File: config.mk
export PLATFORM = sky130hd
export DESIGN_NAME = mscap_cell
export DESIGN_NICKNAME = d
export VERILOG_FILES = /design/src/mscap_pkg.sv /design/src/mscap_cell.sv
export SDC_FILE = /design/constraint.sdc
export NUM_CORES = 1
export LEC_CHECK = 0
export ABC_CLOCK_PERIOD_IN_PS = 15000
export BUFFER_PORTS_ARGS = -buffer_cell sky130_fd_sc_hd__buf_4
export CAP_MARGIN = 15
export CELL_PAD_IN_SITES_DETAIL_PLACEMENT = 1
export CELL_PAD_IN_SITES_GLOBAL_PLACEMENT = 1
export CORE_ASPECT_RATIO = 1.2
export CORE_MARGIN = 2
export CORE_UTILIZATION = 45
export CTS_CLUSTER_SIZE = 20
export DETAILED_ROUTE_END_ITERATION = 10
export PLACE_DENSITY_LB_ADDON = 0.1
export SYNTH_ARGS = -nofsm -noshare
export SYNTH_HDL_FRONTEND = slang
export SYNTH_SLANG_ARGS = --single-unit
File: constraint.sdc
create_clock -name clk -period 15 [get_ports clk]
set_input_delay 3 -clock clk [delete_from_list [all_inputs] [get_ports clk]]
set_output_delay 3 -clock clk [all_outputs]
set_load 0.03 [all_outputs]
File: src/mscap_pkg.sv
// ----------------------------------------------------------------------------
// mscap_pkg
// Shared widths, status codes and register indexes for the Manchester
// sync-word frame capture block.
// ----------------------------------------------------------------------------
`default_nettype none

package mscap_pkg;

  localparam int SAMPLE_W = 16;            // ADC sample width
  localparam int SUM_W    = SAMPLE_W + 2;  // sum of four samples
  localparam int STATUS_W = 3;
  localparam int INDEX_W  = 12;            // word_index port width
  localparam int LEN_W    = 13;            // frame_length / capture index width
  localparam int PAT_W    = 24;            // sync_pattern register width
  localparam int CFG_W    = 24;            // widest register
  localparam int CFG_IDX_W = 1;
  localparam int SLOT_LEN = 8;             // samples per slot
  localparam int HALF_LEN = 4;             // early / late half of a slot

  // register indexes
  localparam logic [CFG_IDX_W-1:0] CFG_SYNC_PATTERN = 1'd0;
  localparam logic [CFG_IDX_W-1:0] CFG_FRAME_LENGTH = 1'd1;

  localparam logic [PAT_W-1:0] SYNC_PATTERN_RST = 24'hF4CFB3;
  localparam logic [LEN_W-1:0] FRAME_LENGTH_RST = 13'd2048;
  localparam logic [LEN_W-1:0] LEN_MAX          = 13'h1FFF;

  // result status codes
  localparam logic [STATUS_W-1:0] ST_SEARCH  = 3'd0;
  localparam logic [STATUS_W-1:0] ST_SYNC    = 3'd1;
  localparam logic [STATUS_W-1:0] ST_WORD    = 3'd2;
  localparam logic [STATUS_W-1:0] ST_DONE    = 3'd3;
  localparam logic [STATUS_W-1:0] ST_IGNORED = 3'd4;

endpackage

`default_nettype wire

File: src/mscap_cell.sv
// ----------------------------------------------------------------------------
// mscap_cell
// One 8-sample slot of the sliding window. Shifts one sample per beat toward
// the oldest end and reports whether the early half outweighs the late half.
// ----------------------------------------------------------------------------
`default_nettype none

module mscap_cell
  import mscap_pkg::*;
(
  input  wire logic                clk,
  input  wire logic                rst_n,
  input  wire logic                shift_en,
  input  wire logic [SAMPLE_W-1:0] din_i,    // from newer neighbor
  output logic      [SAMPLE_W-1:0] dout_o,   // to older neighbor
  output logic                     bit_o
);

  logic [SAMPLE_W-1:0] smp_r [SLOT_LEN];     // index 0 oldest
  logic [SUM_W-1:0]    early_sum;
  logic [SUM_W-1:0]    late_sum;

  always_ff @(posedge clk) begin
    if (!rst_n) begin
      for (int i = 0; i < SLOT_LEN; i++) smp_r[i] <= '0;
    end else if (shift_en) begin
      for (int i = 0; i < SLOT_LEN - 1; i++) smp_r[i] <= smp_r[i+1];
      smp_r[SLOT_LEN-1] <= din_i;
    end
  end

  always_comb begin
    early_sum = '0;
    late_sum  = '0;
    for (int i = 0; i < HALF_LEN; i++) begin
      early_sum = early_sum + SUM_W'(smp_r[i]);
      late_sum  = late_sum + SUM_W'(smp_r[HALF_LEN+i]);
    end
  end

  assign bit_o  = (early_sum > late_sum);
  assign dout_o = smp_r[0];

endmodule

`default_nettype wire

Word level (Yosys, flattened, before mapping)
Memories as Yosys holds them, arrays and structs flattened.
Index checks and enable logic that the tools add are counted.

word-level totals
  input port bits = 19
  bits in registers = 0
  RAM bits = 128
  logic and storage cells = 28
  memories kept = 1

memories
  name   depth  width  read ports  clocked after memory_dff  write ports  RTL line          source
  smp_r  8      16     8           0                         8            mscap_cell.sv:19  logic [SAMPLE_W-1:0] smp_r [SLOT_LEN];

operators by class
  bitwise logic cells = 8
  muxes and demuxes = 12
  add/sub/neg operators = 6
  magnitude comparators = 1

operator list
  operator                                   count
  16-bit 2-to-1 mux                          8
  17-bit by 16-bit adder with 18-bit output  2
  18-bit by 16-bit adder with 18-bit output  2
  16-bit by 16-bit adder with 17-bit output  2
  18-bit greater-than comparator             1
  1-bit bitwise OR                           8
  1-bit 2-to-1 mux                           4

Longest topological paths before layout
Gate-level depths: netlist of the first run.

  depth in word-level cells = 4
  depth in mapped cells = 20

Least setup slack after synthesis of the first run
Ideal clock, no wire load.

  kind = reg-to-output
  from = mem smp_r[7][2] (netlist: smp_r[3][18])
  to = out bit_o
  buffers on the path = 0
  arrival time = 4.187 ns
  slack = 7.813 ns
  stages on the path, launching flop included = 17
  required time = 12.000 ns
  path through = edfxtp_1 -> inv_1 -> fa_1 -> fa_1 -> inv_1 -> ha_1 -> a211oi_2 -> o21ai_2 -> a31oi_4 -> a21oi_2 -> nor3b_1 -> or4_1 -> ha_1 -> nand4_1 -> o21ai_0 -> a21oi_1 -> a31oi_1

RTL lines
  what         RTL line          source
  from (decl)  mscap_cell.sv:19
  to (decl)    mscap_cell.sv:16  output logic bit_o

==> out/metrics.yaml, run 1 <==
async_reset_ff_frac: 0
syn_area_um2: 8620
place_congestion: 0.791
grt_setup_unrepaired: "no"
path_clk_slew_ps: 60
die_w_um: 130
grt_pass1_vias: 5840
track_usage: 0.182
setup_tns_ps: 0
hp-class: "flop to flop"
layout-drive-gt1-share: 0.0958
cts_buffers: 17
critPathLaunchType: "flop"
cts_hold_buf: 0
synth_top_area_cell: "edfxtp_1"
wire_per_inst_um: 16.2
p_total_w: 0.00143
antenna_left: 0
slowest_stage: "fa_1"
setup.worst_path.end_class: "primary output"
cts-root-buf: "clkbuf_16"
syn-num-nets: 899
largest_register_ffs: 128
hold_violations: 0
ys_ff_latch: 128
dp_hpwl_um: 11600
first_pass_iters: 4
grt-ovfl-total: 0
reg_top3: "smp_r (128)"
die_height_um: 156
cts_resized: 0
syn-instance-count: 764
mostFrequentLayoutCell: "inv_1"
ys_seq_area_frac: 0.446
cp_cell_sequence: "inv_1 > fa_1 > inv_1 > fa_1 > ha_1 > fa_1 > a21o_1 > nand3_1 > a21boi_1 > o22ai_1 > mux2_1 > o2111ai_1 > ha_1 > a21o_1 > a21o_1 > a21oi_1 > o21ai_0 > a21oi_1 > a31oi_1 > buf_4"
period_share: 0.537
cp_max_fo: 3
cp_top_family: "adder cells"
htree_num_levels: 4
diodes: 0
hold_slack_ps: 555
cp.required_ps: 12000
netlist.area_leader.share: 0.446
core_um2: 18800
synth.area.top_cells: "edfxtp_1 (45%), fa_1 (15%), ha_1 (7.6%)"
vias: 5261
max_stage_delay_ps: 540
post-cts-setup-buffers: 0
fmax_mhz: 124
max-cap-violations: 0
worstPathArrival_ps: 5060
critPathKind: "flop to primary output"
period_needed_ps: 8060
skew_ps: 7.07
avgSynthCellArea_um2: 11.3
drtIter0Drc: 216
leakage_nw: 4.54
final_cell_mix: "inv_1 (163), edfxtp_1 (128), and3_1 (97)"
max_slew_margin: 0.284
path_buf_inv: 3
start_util: 0.459
wirelength_um: 17000
max_slew.worst_pin.slew_ps: 1070
clock_latency_ps: 430
clock_sinks: 128
placedInstanceArea_um2: 9010
final_area_um2: 9630
finalSetupViolCount: 0
route.detailed.drc: 0
utilization: 0.513
slew_violations: 0
vdd_drop_max_uv: 79.0
ys_types: 53
via_per_inst: 5.02
yosys_warnings: 0
powerDensity_nw_per_um2: 148
synth_top_flop_cell: "edfxtp_1"
cts_tree: "yes"
grt_pass1_wl_um: 28700
outcome: "finished, final reports clean"
grt_max_degree: 129
clock_path_buffers: 2
final_net_count: 915
areaGrowthSynthToFinish_pct: 11.8
num_rows: 55
dieArea_um2: 20300
synth-edff-count: 128
antenna_found_initial: 0
port_buffers: 35
io_pins: 36
largest-register: "smp_r"
final timing paths:
check               start      endpoint  slack (ps)  cells past startpoint
max reg2reg  smp_r[1][31]  smp_r[1][15]       14110                      1
min          smp_r[3][28]  smp_r[3][12]         560                      1
min reg2reg  smp_r[3][28]  smp_r[3][12]         560                      1
max           smp_r[0][1]         bit_o        6940                     20
power breakdown:
| part | internal (W) | switching (W) | total, W |
|---|---|---|---|
| Sequential | 0.000422 | 0.0000134 | 0.000435 |
| Clock | 0.000278 | 0.000167 | 0.000445 |
| Combinational | 0.000234 | 0.000311 | 0.000546 |
| Total | 0.000934 | 0.000492 | 0.00143 |
layout make-up:
class                   count  area, um2
flip-flops and latches    128       3840
well taps                 256        320
multi-input cells         433       3960
clock buffers              18        429
clock inverters            14        190
repair buffers             37        278
inverters                 163        612
fillers                  1986       9160
stage by stage:
| stage | setup slack (ps) | instances |
|---|---|---|
| floorplan | 7810 | 764 |
| global placement | 7430 | 1017 |
| detailed placement | 7360 | 1017 |
| CTS | 6860 | 1049 |
| global route | 6620 | 1049 |
| finish | 6940 | 1049 |
logic make-up after synthesis:
kind of cell,synth area share
buffers and inverters,0.0954
and+or+nand+nor,0.139
muxes,0.00247
xor gates and xnor gates,0.0213
DFF,0.446
adders and majority gates,0.224
AOI/OAI and AO/OA,0.0714
synthesized netlist by cell type (4+ instances only):
library cell and number:
a21o_1 14, a21oi_1 25, and2_1 34, and3_1 97
buf_4 16, clkbuf_1 24, edfxtp_1 128, fa_1 64
ha_1 52, inv_1 163, nand2_1 15, nand2b_1 8
nand3_1 6, nand4_1 5, nor2_1 15, nor2b_1 4
nor3_1 6, o21a_1 4, o21ai_0 10, o21ai_1 10
xnor2_1 9, xor2_1 12
layer usage:
metal | up-vias | part of all wire | GRT usage
met5 | - | 0 | 0
met4 | 0 | 0.015 | 0.0666
met3 | 18 | 0.016 | 0.0278
met2 | 44 | 0.50 | 0.302
met1 | 2612 | 0.47 | 0.244
li1 | 2587 | - | -
(Power assumes the default switching activity.)
==> run 2: changes to the inputs <==
--- a/config.mk
+++ b/config.mk
@@ -5,14 +5,15 @@
 export SDC_FILE = /design/constraint.sdc
 export NUM_CORES = 1
 export LEC_CHECK = 0
-export ABC_CLOCK_PERIOD_IN_PS = 15000
+export ABC_AREA = 1
+export ABC_CLOCK_PERIOD_IN_PS = 7000
 export BUFFER_PORTS_ARGS = -buffer_cell sky130_fd_sc_hd__buf_4
 export CAP_MARGIN = 15
 export CELL_PAD_IN_SITES_DETAIL_PLACEMENT = 1
 export CELL_PAD_IN_SITES_GLOBAL_PLACEMENT = 1
 export CORE_ASPECT_RATIO = 1.2
 export CORE_MARGIN = 2
-export CORE_UTILIZATION = 45
+export CORE_UTILIZATION = 44
 export CTS_CLUSTER_SIZE = 20
 export DETAILED_ROUTE_END_ITERATION = 10
 export PLACE_DENSITY_LB_ADDON = 0.1
==> constraint.sdc (replaced) <==
create_clock -name clk -period 7 [get_ports clk]
set_input_delay 1.4 -clock clk [delete_from_list [all_inputs] [get_ports clk]]
set_output_delay 1.4 -clock clk [all_outputs]
set_load 0.03 [all_outputs]
==> out/metrics.yaml, run 2 <==
async_reset_ff_frac: 0  # unchanged
critPathKind: "flop to primary output"
cts_resized: 0  # unchanged
grt_pass1_vias: 6283  # +7.6%
post-cts-setup-buffers: 0  # unchanged
port_buffers: 35  # unchanged
p_comb_frac: 0.392  # +0.009
largest_register_ffs: 128  # unchanged
netlist_top_cells_count: "inv_1 (266), nand2_1 (186), nor2_1 (132)"
period_needed_ps: 5800
cts_buffers: 17  # unchanged
grt-ovfl-total: 0  # unchanged
worstPathArrival_ps: 4400  # -660 ps
powerDensity_nw_per_um2: 313  # +110%
dp.cells: 1230  # +21%
critPathLaunchType: "flop"
setup.worst_path.end_class: "primary output"
netlist.area_leader.share: 0.435  # -0.0111
wire_per_inst_um: 13.4  # -17%
hp-class: "flop to flop"
pre_cts_ws_ps: 1590  # -5780 ps
die_w_um: 133  # +2.3%
switching_share: 0.368  # +0.0234
max_slew.worst_pin.slew_ps: 1020  # -52.8 ps
internal-power_w: 0.00195  # +110%
synth.area.top_cells: "edfxtp_1 (44%), fa_1 (15%), inv_1 (11%)"
synth_most_common_cell: "inv_1"
synth_top_area_cell: "edfxtp_1"
place_congestion: 0.790  # about the same
largest-register: "smp_r"
num_rows: 56  # +1.8%
ys_ff_latch: 128  # unchanged
fmax_mhz: 172
cp_max_fo: 3  # unchanged
max-cap-violations: 0  # unchanged
clock_sinks: 128  # unchanged
start_util: 0.450  # -0.00829
antenna_left: 0  # unchanged
antenna_found_initial: 0  # unchanged
final_net_count: 1123  # +23%
vdd_drop_max_uv: 190  # +140%
clock_path_buffers: 2  # unchanged
fin_ws_ps: 1200  # -5740 ps
cts_hold_buf: 0  # unchanged
vias: 5804  # +10%
syn_area_um2: 8840  # +2.5%
core_um2: 19600  # +4.4%
htree_num_levels: 4  # unchanged
p_seq_frac: 0.300  # -0.005
slew_violations: 0  # unchanged
grt_pass1_wl_um: 29900  # +3.9%
p_clk_frac: 0.308  # -0.004
outcome: "finished, final reports clean"
fin_cells: 1261  # +20%
cts-root-buf: "clkbuf_16"
dp_hpwl_um: 12300  # +6.2%
setup_tns_ps: 0  # unchanged
dieArea_um2: 21200  # +4.7%
reg2reg_depth: 2  # +1
hold_violations: 0  # unchanged
syn-instance-count: 962  # +26%
ys_types: 32  # -40%
max_slew_margin: 0.319  # +0.0352
route.detailed.drc: 0  # unchanged
period_share: 0.829
syn-num-nets: 1097  # +22%
grt_max_degree: 97  # -25%
synth-edff-count: 128  # unchanged
cts_tree: "yes"
diodes: 0  # unchanged
first_pass_iters: 4  # unchanged
grt_setup_unrepaired: "no"
io_pins: 36  # unchanged
drtIter0Drc: 257  # +19%
track_usage: 0.177  # -0.00574
hold_depth: 2  # +1
path_clk_slew_ps: 60  # about the same
cp.required_ps: 5600  # -6400 ps
finalSetupViolCount: 0  # unchanged
mostFrequentLayoutCell: "inv_1"
skew_ps: 7.53  # +0.461 ps
via_per_inst: 4.60  # -8.2%
layout-drive-gt1-share: 0.0860  # -0.00984
wirelength_um: 16900  # -0.25%
leakage_nw: 4.93  # +8.5%
die_height_um: 159  # +2.3%
areaGrowthSynthToFinish_pct: 11.8  # about the same
yosys_warnings: 0  # unchanged
reg_top3: "smp_r (128)"
ys_seq_area_frac: 0.435  # -0.0111
p_switching_w: 0.00114  # +130%
final_cell_mix: "inv_1 (266), nand2_1 (185), nor2_1 (132)"
synth_top_flop_cell: "edfxtp_1"
clock_latency_ps: 430  # about the same
avgSynthCellArea_um2: 9.19  # -19%
hold_slack_ps: 531  # -24.2 ps
==> run 2: changes by cell type after synthesis, sizes merged, moves of 5 or more <==
| cell | before | now |
|---|---|---|
| and2 | 34 | 2 |
| nand3 | 6 | 20 |
| nor2 | 15 | 134 |
| nand3b | 2 | 7 |
| buf | 16 | 26 |
| a21o | 14 | 2 |
| o21ai | 21 | 3 |
| inv | 163 | 268 |
| nand2b | 8 | 1 |
| clkbuf | 24 | 4 |
| and3 | 97 | 0 |
| nand2 | 15 | 194 |
==> run 2: routing by layer <==
| layer | part of all wire | GRT usage | up-vias |
|---|---|---|---|
| met5 | 0 | 0 | - |
| li1 | - | - | 2916 |
| met2 | 0.50 | 0.304 | 54 |
| met4 | 0.019 | 0.0595 | 0 |
| met1 | 0.46 | 0.224 | 2812 |
| met3 | 0.021 | 0.0318 | 22 |
==> run 2: cells by family after synthesis <==
family                     Yosys count  share of synthesized area
AOI/OAI and AO/OA                   37                     0.0246
xor gates and xnor gates            15                     0.0149
adders and majority gates          116                      0.219
buffers and inverters              298                      0.136
DFF                                128                      0.435
and+or+nand+nor                    368                      0.171
==> run 2: final timing paths <==
path	endpoint	start	slack, ps
max reg2reg	smp_r[1][6]	smp_r[1][22]	6110
max	bit_o	smp_r[0][1]	1200
min	smp_r[3][8]	smp_r[3][24]	530
min reg2reg	smp_r[3][8]	smp_r[3][24]	530
==> run 2: power groups by stage <==
stage | clock [W] | combinational (W) | sequential [W]
after floorplan | 0 | 0.000933 | 0.000938
after detailed placement | 0 | 0.00123 | 0.000944
final | 0.000953 | 0.00121 | 0.000927
after CTS | 0.000975 | 0.00125 | 0.000928
after global routing | 0.00100 | 0.00143 | 0.000934
after global placement | 0 | 0.00121 | 0.000940
==> run 2: per-stage QoR <==
step           utilization  power, W  area (um2)
2_1_floorplan            -   0.00187        8840
3_3_place_gp         0.472   0.00215        9260
3_5_place_dp         0.472   0.00217        9260
4_1_cts              0.503   0.00315        9880
5_1_grt              0.503   0.00336        9880
6_report             0.503   0.00309        9880
==> run 2: layout make-up <==
| cell class | count | area (um2) |
|---|---|---|
| Tap cell | 261 | 327 |
| Sequential cell | 128 | 3840 |
| Timing Repair Buffer | 37 | 278 |
| Clock buffer | 17 | 425 |
| Clock inverter | 14 | 193 |
| Multi-Input combinational cell | 536 | 3800 |
| Fill cell | 2279 | 9740 |
| Inverter | 268 | 1010 |
==> run 2: critical path, cell delays in order, from the launching register on <==
cell	delay [ps]
edfxtp_1	350
inv_1	70
fa_1	540
inv_1	60
fa_1	470
ha_1	240
fa_1	400
nand2_1	80
nand2_1	70
nand3b_1	80
nand2_1	110
nand3_1	120
nand2_1	60
nand2_1	60
nand2_1	50
ha_1	290
nand2_1	90
nor2_1	140
nand2_1	90
nor2_1	120
nor2_1	60
a21oi_1	210
buf_4	210
